--- src/sv/dma_pkg.sv ---
// Package for the decimal mantissa ALU: operation codes, widths and the
// transfer record passed from the front part to the back part.
// No dependencies.
package dma_pkg;

    localparam int MANT_W        = 96;
    localparam int LOW_W         = 64;
    localparam int HIGH_W        = 32;
    localparam int INT_W         = 32;
    localparam int SCALE_W       = 7;
    localparam int OP_W          = 3;
    localparam int CMP_W         = 2;
    localparam int DEF_QUEUE_DEPTH = 2;
    localparam int DEF_BITS_PER_STAGE = 4;

    localparam logic [INT_W-1:0] TEN = 32'd10;

    localparam logic [OP_W-1:0] OP_MUL10 = 3'd0;
    localparam logic [OP_W-1:0] OP_DIV10 = 3'd1;
    localparam logic [OP_W-1:0] OP_ADD   = 3'd2;
    localparam logic [OP_W-1:0] OP_REM   = 3'd3;
    localparam logic [OP_W-1:0] OP_CMP   = 3'd4;

    localparam logic [CMP_W-1:0] CMP_EQ = 2'd0;
    localparam logic [CMP_W-1:0] CMP_GT = 2'd1;
    localparam logic [CMP_W-1:0] CMP_LT = 2'd2;

    typedef struct packed {
        logic [OP_W-1:0]    op;
        logic [MANT_W-1:0]  a;
        logic               sign;
        logic [SCALE_W-1:0] scale;
        logic [INT_W-1:0]   divisor;
        logic [MANT_W-1:0]  mant;
        logic [CMP_W-1:0]   cmp;
        logic               ovf;
        logic               dz;
    } job_t;

endpackage

--- src/sv/dma_front.sv ---
// Front part: classifies a request and works out the combinational operations
// (multiply by ten, add, compare). Depends on dma_pkg.
module dma_front
    import dma_pkg::*;
(
    input  logic [OP_W-1:0]    req_type,
    input  logic [MANT_W-1:0]  a,
    input  logic [MANT_W-1:0]  b,
    input  logic               a_sign,
    input  logic [SCALE_W-1:0] a_scale,
    input  logic [INT_W-1:0]   operand_int,
    output job_t               job
);

    logic [MANT_W:0]   sum;
    logic [MANT_W-1:0] times_ten;

    assign sum       = {1'b0, a} + {{(MANT_W-INT_W+1){1'b0}}, operand_int};
    assign times_ten = (a << 3) + (a << 1);

    always_comb
    begin
        job         = '0;
        job.op      = req_type;
        job.a       = a;
        job.sign    = a_sign;
        job.scale   = a_scale;
        job.divisor = operand_int;
        job.mant    = a;
        case (req_type)
            OP_MUL10:
            begin
                job.mant = times_ten;
            end
            OP_DIV10:
            begin
                job.divisor = TEN;
            end
            OP_ADD:
            begin
                job.ovf = sum[MANT_W];
                if (!sum[MANT_W])
                begin
                    job.mant = sum[MANT_W-1:0];
                end
            end
            OP_REM:
            begin
                job.dz = (operand_int == '0);
            end
            OP_CMP:
            begin
                if (a > b)
                begin
                    job.cmp = CMP_GT;
                end
                else if (a < b)
                begin
                    job.cmp = CMP_LT;
                end
                else
                begin
                    job.cmp = CMP_EQ;
                end
            end
            default:
            begin
                job.mant = a;
            end
        endcase
    end

endmodule

--- config.mk ---
export PLATFORM = sky130hd
export DESIGN_NAME = dma_front
export DESIGN_NICKNAME = d
export VERILOG_FILES = /design/src/sv/dma_pkg.sv /design/src/sv/dma_front.sv
export SDC_FILE = /design/constraint.sdc
export NUM_CORES = 1
export LEC_CHECK = 0
export BUFFER_PORTS_ARGS = -buffer_cell sky130_fd_sc_hd__buf_4
export CAP_MARGIN = 10
export CORE_UTILIZATION = 30
export DETAILED_ROUTE_END_ITERATION = 8
export MAX_ROUTING_LAYER = met4
export PLACE_DENSITY = 0.6
export SETUP_SLACK_MARGIN = 0.05
export SLEW_MARGIN = 20
export SYNTH_ARGS = -nofsm -noshare
export SYNTH_HDL_FRONTEND = slang
export SYNTH_SLANG_ARGS = --single-unit
--- constraint.sdc ---
create_clock -name vclk -period 16.42
set_clock_uncertainty 0.2 [all_clocks]
set_input_delay 3.284 -clock vclk [all_inputs]
set_output_delay 3.284 -clock vclk [all_outputs]
set_load 0.005 [all_outputs]
==> results of run 1 <==
## path summary, 6_finish.rpt
path                    from  endpoint  slack, ns  depth (start not counted)
setup / recovery       a[16]   job[97]       5.14                         15
hold / removal    a_scale[0]  job[132]       6.37                          0
## layout make-up
class / instances / area share, %
multi-input combinational: 1879 / 72.1
timing repair buffer: 472 / 20.5
tap: 607 / 4.40
inverter: 137 / 2.98
antenna: 1 / 0.0145
## cell families after synthesis
logic type / Yosys count / share of synthesized area [%]
multiplexers: 5 / 0.354
buffers and inverters: 350 / 12.2
AO/OA/AOI/OAI: 774 / 33.6
XOR/XNOR: 118 / 7.32
adder cells (fa/ha/maj): 222 / 19.8
AND/OR/NAND/NOR: 760 / 26.8
## per-layer routing
metal,track usage [%],share of wire [%],up-vias
met2,45.0,45,782
met5,-,0,-
li1,-,-,8654
met1,38.7,46,8652
met4,5.23,2.2,0
met3,1.54,6.5,84
## cells in the mapped netlist, types with 10 or more instances
| cell | count |
|---|---|
| a21oi_1 | 280 |
| ha_1 | 220 |
| nand2_1 | 216 |
| o21ai_0 | 167 |
| nor2_1 | 138 |
| inv_1 | 136 |
| buf_4 | 107 |
| clkbuf_1 | 93 |
| nand4_1 | 93 |
| nand3_1 | 76 |
| xnor2_1 | 71 |
| a21o_1 | 66 |
| nor2b_1 | 57 |
| o22ai_1 | 52 |
| nor3_1 | 51 |
| xor2_1 | 47 |
| nor4_1 | 29 |
| a31oi_1 | 28 |
| o21bai_1 | 26 |
| nand2b_1 | 20 |
| and3_1 | 19 |
| o211ai_1 | 17 |
| a211oi_1 | 16 |
| o21a_1 | 16 |
| o31ai_1 | 14 |
| and2_1 | 11 |
| nor3b_1 | 10 |
## metrics by stage
step	instance area [um^2]	hold slack [ns]	util, %	std cells	setup WS, ns
global route	17200	6.37	37.1	3096	4.89
detailed placement	17200	6.37	37.1	3095	5.24
global placement	17200	6.37	37.1	3095	5.29
floorplan	14100	6.44	-	2229	6.30
CTS	17200	6.37	37.1	3095	5.19
finish	17200	6.37	37.1	3096	5.14
## critical path, delay by kind of cell
| family | cells | cell delay (ns) |
|---|---|---|
| AOI/OAI and AO/OA | 5 | 2.10 |
| adders and majority gates | 1 | 0.40 |
| buffers and inverters | 2 | 0.31 |
| and+or+nand+nor | 7 | 1.68 |
==> out/qor.yml, run 1 <==
outcome: "complete, no violations"
synth_area_per_cell_um2: 6.33
ant_nets: 0
synth_warnings: 0
seq_area_frac_synth_pct: 0
cts_setup_buffers: 0
grt_pass1_wl_um: 102000
dr_total_vias: 18200
post-route-period-util_pct: 68.7
ys_types: 80
fillCellCount: 5022
hold_class: "input port to primary output"
yosysTopAreaCellShare_pct: 19.5
synth_nets: 2686
fin_crit_ns: 11.28
start_util_pct: 30.4
final_nets: 2947
crit_slowest_cell: "a21oi_1"
end_kind: "primary output"
worst-path-max-fanout: 10
num_rows: 79
required_ns: 12.94
dieWidth_um: 219
tightest_slew_ns: 1.21
drv_slew: 0
max_cap_viol_count: 0
netlist_top_cells_area: "ha_1 (19%), a21oi_1 (9.9%), o21ai_0 (5.9%)"
synth.largest_area_cell: "ha_1"
core_area_mm2: 0.0465
cts_hold_buf: 0
die_y_um: 219
antenna_found_initial: 1
final_layout_size_suffix_gt1_share_pct: 20.1
clock_buffer_count: 0
design.seq.count: 0
fmax_mhz: 88.6
setup.worst_path.start_class: "input port"
layout_common_cells: "buf_4 (472), a21oi_1 (280), ha_1 (220), nand2_1 (216), o21ai_0 (167)"
syn-instance-count: 2229
first_global_vias: 16800
die_area_mm2: 0.0479
drt-initial-drc-count: 1619
gp_congestion: 1.06
io_pins: 474
vias_per_cell: 5.87
finalHoldViolCount: 0
grt_max_degree: 85
worstPathArrival_ns: 7.80
multi_input_area_mm2: 0.0124
critical_path.cell_chain: "buf_4, ha_1, nand2_1, o21ai_0, nor3_1, a21oi_1, a311oi_1, a211oi_1, a21boi_2, nand2_1, nor4_1, nand4_1, nand3_1, or3b_1, buf_4"
grt_usage_pct: 28.0
syn_to_final_growth_pct: 22.1
wl_um: 69200
slowest_delay_ns: 0.64
setup_tns_ns: 0
criticalPathCategory: "input port to primary output"
dr.pass1.iters: 5
setup_viol: 0
grt_setup_unrepaired: "false"
slew_headroom_pct: 19.2
ctsResizeCount: 0
drc: 0
register_area_um2: 0
mostFrequentLayoutCell: "buf_4"
synth.cell_area_mm2: 0.0141
grt_overflow: 0
port_buffers: 458
drt-wirelength-per-cell_um: 22.4
dp_hpwl_um: 57000
==> run 2: changes to the inputs <==
--- a/config.mk
+++ b/config.mk
@@ -10,7 +10,7 @@
 export CORE_UTILIZATION = 30
 export DETAILED_ROUTE_END_ITERATION = 8
 export MAX_ROUTING_LAYER = met4
-export PLACE_DENSITY = 0.6
+export PLACE_DENSITY = 0.62
 export SETUP_SLACK_MARGIN = 0.05
 export SLEW_MARGIN = 20
 export SYNTH_ARGS = -nofsm -noshare
==> constraint.sdc (replaced) <==
create_clock -name vclk -period 9.55
set_clock_uncertainty 0.2 [all_clocks]
set_input_delay 1.91 -clock vclk [all_inputs]
set_output_delay 1.91 -clock vclk [all_outputs]
set_load 0.005 [all_outputs]
==> run 2 against run 1 <==
  * First-iteration DRC count is 2.5% lower
  * Cell count is 0.13% higher
  * Sequential cell count stayed put
  * Worst setup slack worse by 4.1 ns
  * Critical path type unchanged
  * Highest routed layer unchanged
==> out/qor.yml, run 2 (same netlist as run 1, synthesis figures left out) <==
outcome: "complete, no violations"
wl_um: 69900
setup_viol: 0
dieWidth_um: 219
start_util_pct: 30.4
mostFrequentLayoutCell: "buf_4"
cts_hold_buf: 0
grt_pass1_wl_um: 103000
critical_path.cell_chain: "buf_4, ha_1, a21oi_1, o21ai_2, a211oi_2, nand2_1, o31ai_2, o21ai_1, a21boi_2, nand2_1, nor4_1, nand4_1, nand3_1, or3b_1, buf_4"
dr_total_vias: 18200
hold_ws_ns: 3.62
layout.cells.non_filler: 3100
worstPathArrival_ns: 6.37
worst-path-max-fanout: 10
die_y_um: 219
dp.cells: 3099
setup.worst_path.start_class: "input port"
hold_class: "input port to primary output"
fmax_mhz: 118
num_rows: 79
io_pins: 474
grt_overflow: 0
slew_headroom_pct: 30.8
cts_setup_buffers: 0
drt-wirelength-per-cell_um: 22.6
end_kind: "primary output"
drv_slew: 0
tightest_slew_ns: 1.04
core_area_mm2: 0.0465
grt_max_degree: 91
final_nets: 2951
max_cap_viol_count: 0
fin_crit_ns: 8.48
dr.pass1.iters: 6
critPathBufInv: 2
dp_hpwl_um: 57500
required_ns: 7.44
ctsResizeCount: 0
setup_tns_ns: 0
final_layout_size_suffix_gt1_share_pct: 20.3
drt-initial-drc-count: 1578
slowest_delay_ns: 0.55
design.seq.count: 0
gp_congestion: 1.01
fillCellCount: 5128
cpLargestDelayFamily: "compound AO/OA/AOI/OAI gates"
grt_setup_unrepaired: "false"
register_area_um2: 0
post_dp_cell_area_mm2: 0.0173
crit_slowest_cell: "nor4_1"
antenna_found_initial: 1
clock_buffer_count: 0
criticalPathCategory: "input port to primary output"
syn_to_final_growth_pct: 22.4
vias_per_cell: 5.88
first_global_vias: 17100
ant_nets: 0
port_buffers: 458
die_area_mm2: 0.0479
post-route-period-util_pct: 88.8
grt_usage_pct: 28.3
drc: 0
stdcell_area_mm2: 0.0173
layout_common_cells: "buf_4 (476), a21oi_1 (280), ha_1 (220), nand2_1 (216), o21ai_0 (167)"
finalHoldViolCount: 0
==> run 2: cell count changes in the layout (fill, tap and decap cells not counted) <==
cell,change
or2_2,-1
or2_4,+1
buf_4,+4
a2111oi_1,+1
a2111oi_0,-1
==> run 2: area by class of cell <==
type	instances	area, um^2	share of cell area [%]
Antenna cell	1	2.50	0.0145
Inverter	137	514	2.98
Multi-Input combinational cell	1879	12400	71.9
Tap cell	607	759	4.40
Timing Repair Buffer	476	3570	20.7
==> run 2: final timing paths <==
| check | startpoint | cells past startpoint | end |
|---|---|---|---|
| max | a[17] | 15 | job[97] |
| min | a_scale[0] | 0 | job[132] |
==> run 2: per-layer routing <==
layer	part of all wire [%]	track usage [%]
met5	0	-
met4	2.3	5.51
met3	5.5	0.956
met2	45	45.3
met1	47	39.6
==> run 2: per-stage QoR <==
stage          util [%]  setup WS, ns
2_1_floorplan         -          2.18
3_3_place_gp       37.2          1.21
3_5_place_dp       37.2          1.20
4_1_cts            37.2          1.18
5_1_grt            37.2         0.773
6_report           37.2          1.07
