**src/sv/dma_pkg.sv**
```systemverilog
// Package for the decimal mantissa ALU: operation codes, widths and the
// transfer record passed from the front part to the back part.
// No dependencies.
package dma_pkg;

    localparam int MANT_W        = 96;
    localparam int LOW_W         = 64;
    localparam int HIGH_W        = 32;
    localparam int INT_W         = 32;
    localparam int SCALE_W       = 7;
    localparam int OP_W          = 3;
    localparam int CMP_W         = 2;
    localparam int DEF_QUEUE_DEPTH = 2;
    localparam int DEF_BITS_PER_STAGE = 4;

    localparam logic [INT_W-1:0] TEN = 32'd10;

    localparam logic [OP_W-1:0] OP_MUL10 = 3'd0;
    localparam logic [OP_W-1:0] OP_DIV10 = 3'd1;
    localparam logic [OP_W-1:0] OP_ADD   = 3'd2;
    localparam logic [OP_W-1:0] OP_REM   = 3'd3;
    localparam logic [OP_W-1:0] OP_CMP   = 3'd4;

    localparam logic [CMP_W-1:0] CMP_EQ = 2'd0;
    localparam logic [CMP_W-1:0] CMP_GT = 2'd1;
    localparam logic [CMP_W-1:0] CMP_LT = 2'd2;

    typedef struct packed {
        logic [OP_W-1:0]    op;
        logic [MANT_W-1:0]  a;
        logic               sign;
        logic [SCALE_W-1:0] scale;
        logic [INT_W-1:0]   divisor;
        logic [MANT_W-1:0]  mant;
        logic [CMP_W-1:0]   cmp;
        logic               ovf;
        logic               dz;
    } job_t;

endpackage

```
**src/sv/dma_queue.sv**
```systemverilog
// Short register queue between the front and back parts.
// Depends on dma_pkg.
module dma_queue
    import dma_pkg::*;
#(
    parameter int DEPTH = DEF_QUEUE_DEPTH
)
(
    input  logic clk,
    input  logic rst_n,
    input  logic push,
    input  job_t push_data,
    output logic full,
    input  logic pop,
    output logic not_empty,
    output job_t pop_data
);

    localparam int PTR_W = (DEPTH > 1) ? $clog2(DEPTH) : 1;
    localparam int CNT_W = $clog2(DEPTH + 1);

    job_t               mem_reg [DEPTH];
    logic [PTR_W-1:0]   wr_ptr_reg;
    logic [PTR_W-1:0]   rd_ptr_reg;
    logic [CNT_W-1:0]   count_reg;

    assign full      = (count_reg == CNT_W'(DEPTH));
    assign not_empty = (count_reg != '0);
    assign pop_data  = mem_reg[rd_ptr_reg];

    function automatic logic [PTR_W-1:0] bump(input logic [PTR_W-1:0] p);
        if (p == PTR_W'(DEPTH - 1))
        begin
            return '0;
        end
        return p + 1'b1;
    endfunction

    always_ff @(posedge clk)
    begin
        if (push)
        begin
            mem_reg[wr_ptr_reg] <= push_data;
        end
    end

    always_ff @(posedge clk or negedge rst_n)
    begin
        if (!rst_n)
        begin
            wr_ptr_reg <= '0;
            rd_ptr_reg <= '0;
            count_reg  <= '0;
        end
        else
        begin
            if (push)
            begin
                wr_ptr_reg <= bump(wr_ptr_reg);
            end
            if (pop)
            begin
                rd_ptr_reg <= bump(rd_ptr_reg);
            end
            if (push && !pop)
            begin
                count_reg <= count_reg + 1'b1;
            end
            else if (pop && !push)
            begin
                count_reg <= count_reg - 1'b1;
            end
        end
    end

endmodule

```
**config.mk**
```make
export PLATFORM = sky130hd
export DESIGN_NAME = dma_queue
export DESIGN_NICKNAME = d
export VERILOG_FILES = /design/src/sv/dma_pkg.sv /design/src/sv/dma_queue.sv
export SDC_FILE = /design/constraint.sdc
export NUM_CORES = 1
export LEC_CHECK = 0
export BUFFER_PORTS_ARGS = -buffer_cell sky130_fd_sc_hd__buf_2
export CAP_MARGIN = 10
export CORE_MARGIN = 2
export CORE_UTILIZATION = 50
export CTS_BUF_LIST = sky130_fd_sc_hd__clkbuf_2 sky130_fd_sc_hd__clkbuf_4 sky130_fd_sc_hd__clkbuf_8
export CTS_CLUSTER_DIAMETER = 100
export DETAILED_ROUTE_END_ITERATION = 8
export PLACE_DENSITY = 0.86
export SYNTH_ARGS = -nofsm -noshare
export SYNTH_HDL_FRONTEND = slang
export SYNTH_SLANG_ARGS = --single-unit
```
**constraint.sdc**
```tcl
create_clock -name clk -period 33.3 [get_ports clk]
set_input_delay 9.99 -clock clk [delete_from_list [all_inputs] [get_ports clk]]
set_output_delay 9.99 -clock clk [all_outputs]
set_load 0.02 [all_outputs]
```
==> flow_metrics.py, run 1 <==
metrics = {
    "sta": {
        "fin_crit_ns": 13.30,
        "hold_ws_ns": 0.510,
        "max_slew_margin_pct": 13.7,
        "setup_viol": 0,
        "worst_slew_pin_slew_ns": 1.29,
        "rsz0062_at_grt": "false",
        "hold_violations": 0,
        "slew_viol_final": 0,
        "timing.final.crit_share_pct": 39.9,
        "setup_tns_ns": 0,
        "fmaxAchievable_ghz": 0.0752,
        "fin_skew_ns": 0.0267,
    },
    "critical_path": {
        "r2r-end": "mem_reg[0][124]$_DFFE_PP_",
        "r2r-start": "wr_ptr_reg$_DFFE_PN0P_",
        "critPathLaunchType": "flop",
        "critPathArrivalTime_ns": 3.31,
        "crit_fanout": 133,
        "crit_start": "rd_ptr_reg$_DFFE_PN0P_",
        "worst-endpoint-required_ns": 23.31,
        "end_kind": "primary output",
        "worstRegToRegCells": 3,
        "path_class": "flop to primary output",
        "rrSetupSlack_ns": 29.71,
    },
    "die": {
        "die-area_um2": 38500,
        "initial_core_util_pct": 50.5,
        "ios": 484,
        "std_cell_rows": 70,
        "dieWidth_um": 196,
        "core_area_um2": 36500,
        "fp.dieH_um": 196,
    },
    "cells_and_area": {
        "n_fill_cell": 2496,
        "final_nets": 1548,
        "largest_reg_flops": 478,
        "drive_gt1_share_pct": 62.6,
        "final_cells": 1836,
        "syn_to_final_growth_pct": 22.4,
    },
    "logic_synthesis": {
        "syn_inst": 760,
        "ys_types": 15,
        "yosysSeqAreaShare_pct": 78.3,
        "yosys_register_bits": 482,
        "synth.cell_area_um2": 18500,
        "ys.warnings.count": 0,
        "postSynthNetCount": 1004,
        "avgSynthCellArea_um2": 24.3,
    },
    "clock_network": {
        "clk_latency_ns": 0.61,
        "cts-root-buf": "clkbuf_8",
        "cts_buffer_depth": 3,
        "cts_tree": "built",
        "post_cts_buffers": 0,
        "ctsResizeCount": 0,
        "postCtsHoldBufs": 0,
        "path_clk_slew_ns": 0.06,
        "h-tree-depth": 3,
        "cts.sinks": 482,
        "cts_buffers": 78,
    },
    "pwr": {
        "power_density_nw_per_um2": 90.4,
        "p_leak_uw": 0.00912,
        "vdd_drop_max_mv": 0.112,
    },
    "placement": {
        "placed_cells": 1692,
        "gp_congestion": 0.771,
        "io_buffers": 483,
        "hpwlAfterDp_um": 25900,
    },
    "routing": {
        "routedWlPerCell_um": 20.8,
        "num_vias": 9202,
        "first_iter_violations": 389,
        "antenna_left": 0,
        "viasPerCell": 5.01,
        "finalWirelength_um": 38300,
        "drc": 0,
        "first_pass_iters": 4,
    },
    "global_routing": {
        "antenna_found_initial": 11,
        "overflow": 0,
        "grt_max_degree": 134,
        "grt_pass1_wl_um": 55700,
        "grt_usage_pct": 19.6,
        "grt_pass1_vias": 9822,
    },
    "min_path": {
        "hp-class": "flop to flop",
        "min-delay-start": "count_reg[1]$_DFFE_PN0P_",
        "hold_depth": 1,
        "worstHoldEndpoint": "count_reg[1]$_DFFE_PN0P_",
    },
    "status": {
        "status": "completed",
    },
    "run": {
        "cap_violations": 0,
    },
}
[power by group]
part,leakage [uW],switching (uW),internal [uW]
registers,0.00453,44.9,807
logic,0.00379,396,304
clock network,0.000792,221,269
total,0.00912,662,1380
[logic make-up (layout without fill, tap and decap cells)]
logic type               count (synthesis)  count (layout)  share of synthesized area, %
XOR/XNOR                                 5               5                         0.237
buffers and inverters                   28             630                          2.58
AND/OR/NAND/NOR                          5               5                         0.156
flip-flops                             482             482                          78.3
adder cells (fa/ha/maj)                  1               1                        0.0678
other                                    0               6                             0
multiplexers                           239             239                          18.6
[stage by stage]
step	area, um2	setup slack, ns	util, %	power [uW]
CTS	22600	20.06	61.8	2060
global placement	21100	20.04	57.7	1550
detailed placement	21100	19.90	57.7	1570
global route	22600	19.90	61.8	2120
finish	22600	20.00	61.9	2040
floorplan	18500	12.15	-	1440
[critical path: stages (launching register included)]
cell and delay (ns):
dfrtp_4 1.02, buf_12 0.58, mux2_2 0.46, buf_2 0.17
[final cells by class]
class	count	area, um2	share of cell area, %
sequential	482	14500	64.0
antenna	6	15.0	0.0665
timing repair buffer	491	2490	11.0
inverter	1	3.75	0.0166
clock inverter	32	199	0.881
clock buffer	106	1300	5.77
multi-input combinational	250	3540	15.7
tap	468	586	2.59
[Yosys cell counts]
cell / number / area [um2]
and2_1: 1 / 6.26
buf_12: 22 / 440
buf_2: 4 / 20.0
buf_6: 1 / 11.3
dfrtp_1: 4 / 100
edfxtp_1: 478 / 14400
ha_1: 1 / 12.5
inv_1: 1 / 3.75
mux2_2: 39 / 439
mux2_4: 200 / 3000
nor2_1: 1 / 3.75
nor2b_1: 2 / 12.5
or2_2: 1 / 6.26
xnor2_1: 1 / 8.76
xor2_1: 4 / 35.0
[cells in the final DEF (no fill, tap or decap), types with 2 or more instances in the layout]
cell | netlist | routed
dfrtp_1 | 4 | 3
mux2_2 | 39 | 39
diode_2 | 0 | 6
xor2_1 | 4 | 4
clkinv_1 | 0 | 19
mux2_4 | 200 | 200
clkinv_2 | 0 | 7
edfxtp_1 | 478 | 478
buf_4 | 0 | 7
clkbuf_4 | 0 | 25
clkbuf_8 | 0 | 81
clkinvlp_4 | 0 | 2
bufinv_16 | 0 | 2
buf_2 | 4 | 483
inv_6 | 0 | 2
[routing by layer]
| metal | global-route usage, % | vias to the layer above | wire, um |
|---|---|---|---|
| met4 | 7.83 | 12 | 1100 |
| met5 | 0 | - | 69 |
| li1 | - | 4149 | - |
| met1 | 20.9 | 4537 | 13700 |
| met3 | 7.65 | 97 | 3300 |
| met2 | 34.8 | 407 | 20000 |
[how the worst max path moves through the flow]
stage	to	slack, ns	cells after the start
6_report	pop_data[8]	20.00	3
5_1_grt	pop_data[8]	19.90	3
4_1_cts	pop_data[8]	20.06	3
3_5_place_dp	mem_reg[0][83]$_DFFE_PP_	19.90	4
3_3_place_gp	mem_reg[0][110]$_DFFE_PP_	20.04	4
2_1_floorplan	mem_reg[0][0]$_DFFE_PP_	12.15	1
Note: power is estimated with default switching activity, not from simulation.
==> inputs of run 2 (changes only) <==
==> constraint.sdc (replaced) <==
create_clock -name clk -period 13 [get_ports clk]
set_input_delay 3.9 -clock clk [delete_from_list [all_inputs] [get_ports clk]]
set_output_delay 3.9 -clock clk [all_outputs]
set_load 0.02 [all_outputs]
==> flow_metrics.py, run 2 (synthesis gave the netlist of run 1 again) <==
metrics = {
    "critical_path": {
        "worst-endpoint-required_ns": 9.10,
        "worstRegToRegCells": 3,
        "r2r-end": "mem_reg[1][176]$_DFFE_PP_",
        "rrSetupSlack_ns": 9.89,
        "critPathLaunchType": "flop",
        "end_kind": "primary output",
        "path_class": "flop to primary output",
        "r2r-start": "wr_ptr_reg$_DFFE_PN0P_",
        "crit_fanout": 57,
        "critPathArrivalTime_ns": 3.20,
    },
    "die": {
        "core_area_um2": 36500,
        "std_cell_rows": 70,
        "fp.dieH_um": 196,
        "die-area_um2": 38500,
        "dieWidth_um": 196,
        "ios": 484,
        "initial_core_util_pct": 50.5,
    },
    "sta": {
        "fin_crit_ns": 7.10,
        "setup_tns_ns": 0,
        "worst_slew_pin_slew_ns": 1.19,
        "rsz0062_at_grt": "false",
        "slew_viol_final": 0,
        "hold_violations": 0,
        "setup_viol": 0,
        "max_slew_margin_pct": 20.9,
        "fmaxAchievable_ghz": 0.141,
        "timing.final.crit_share_pct": 54.6,
        "fin_skew_ns": 0.0241,
    },
    "clock_network": {
        "cts_buffers": 77,
        "cts-root-buf": "clkbuf_8",
        "cts_buffer_depth": 3,
        "ctsResizeCount": 0,
        "postCtsHoldBufs": 0,
        "cts_tree": "built",
        "h-tree-depth": 3,
        "clk_latency_ns": 0.61,
        "path_clk_slew_ns": 0.06,
        "post_cts_buffers": 0,
        "cts.sinks": 482,
    },
    "cells_and_area": {
        "syn_to_final_growth_pct": 23.0,
        "fin_area_um2": 22700,
        "drive_gt1_share_pct": 63.2,
        "final_common_cell": "buf_2",
        "fin_util_pct": 62.2,
        "final_nets": 1548,
        "largest_reg_flops": 478,
        "final_cell_mix": "buf_2, edfxtp_1, mux2_4",
    },
    "routing": {
        "routedWlPerCell_um": 20.2,
        "first_iter_violations": 391,
        "num_vias": 9138,
        "finalWirelength_um": 37100,
        "drc": 0,
        "viasPerCell": 4.98,
        "first_pass_iters": 4,
        "antenna_left": 0,
    },
    "pwr": {
        "power_density_nw_per_um2": 233,
        "vdd_drop_max_mv": 0.194,
        "p_leak_uw": 0.00917,
    },
    "placement": {
        "hpwlAfterDp_um": 24800,
        "dpl_cell_area_um2": 21100,
        "gp_congestion": 0.747,
        "io_buffers": 483,
    },
    "run": {
        "cap_violations": 0,
    },
    "status": {
        "status": "completed",
    },
    "min_path": {
        "min-delay-start": "count_reg[1]$_DFFE_PN0P_",
        "hold_depth": 1,
        "worstHoldEndpoint": "count_reg[1]$_DFFE_PN0P_",
        "hp-class": "flop to flop",
    },
    "global_routing": {
        "grt_max_degree": 130,
        "grt_usage_pct": 18.7,
        "overflow": 0,
        "grt_pass1_vias": 9848,
        "antenna_found_initial": 10,
        "grt_pass1_wl_um": 53900,
    },
}
==> run 2: metal layers <==
metal	share of wire, %	track usage, %	vias up	routed length (um)
li1	-	-	4145	-
met4	3.2	9.51	10	1200
met3	8.7	6.81	86	3230
met1	36	20.0	4465	13400
met5	0.19	0	-	69
met2	52	32.5	432	19200
==> run 2: power breakdown <==
| group | internal, uW | switching [uW] | total (uW) |
|---|---|---|---|
| Clock | 768 | 563 | 1330 |
| Combinational | 777 | 1000 | 1780 |
| Sequential | 2070 | 113 | 2180 |
==> run 2: area by class of cell <==
| class | count | area [um2] |
|---|---|---|
| Clock buffer | 108 | 1340 |
| Sequential cell | 482 | 14500 |
| Multi-Input combinational cell | 250 | 3540 |
| Antenna cell | 6 | 15.0 |
| Inverter | 1 | 3.75 |
| Clock inverter | 29 | 272 |
| Fill cell | 2468 | 13800 |
| Timing Repair Buffer | 492 | 2500 |
| Tap cell | 468 | 586 |
==> run 2: critical path, stage by stage, from the launching register on <==
cell and delay (ns):
dfrtp_4 1.00, buf_4 0.87, mux2_2 0.42, buf_2 0.16
==> run 2: worst max-delay path by stage <==
stage,from,endpoint,slack (ns),depth (start not counted)
after floorplan,push,mem_reg[0][0]$_DFFE_PP_,2.44,1
after global placement,push,mem_reg[1][100]$_DFFE_PP_,6.34,4
after detailed placement,push,mem_reg[1][69]$_DFFE_PP_,6.31,4
after CTS,rd_ptr_reg$_DFFE_PN0P_,pop_data[6],5.85,3
after global routing,rd_ptr_reg$_DFFE_PN0P_,pop_data[6],5.77,3
final,rd_ptr_reg$_DFFE_PN0P_,pop_data[228],5.90,3
==> run 2: through the flow <==
step / cells / hold slack (ns) / power, uW / setup WS (ns)
6_report: 1836 / 0.514 / 5290 / 5.90
5_1_grt: 1834 / 0.531 / 5490 / 5.77
4_1_cts: 1830 / 0.512 / 5340 / 5.85
3_5_place_dp: 1693 / 0.501 / 4000 / 6.31
3_3_place_gp: 1693 / 0.470 / 3960 / 6.34
2_1_floorplan: 760 / 0.447 / 3660 / 2.44
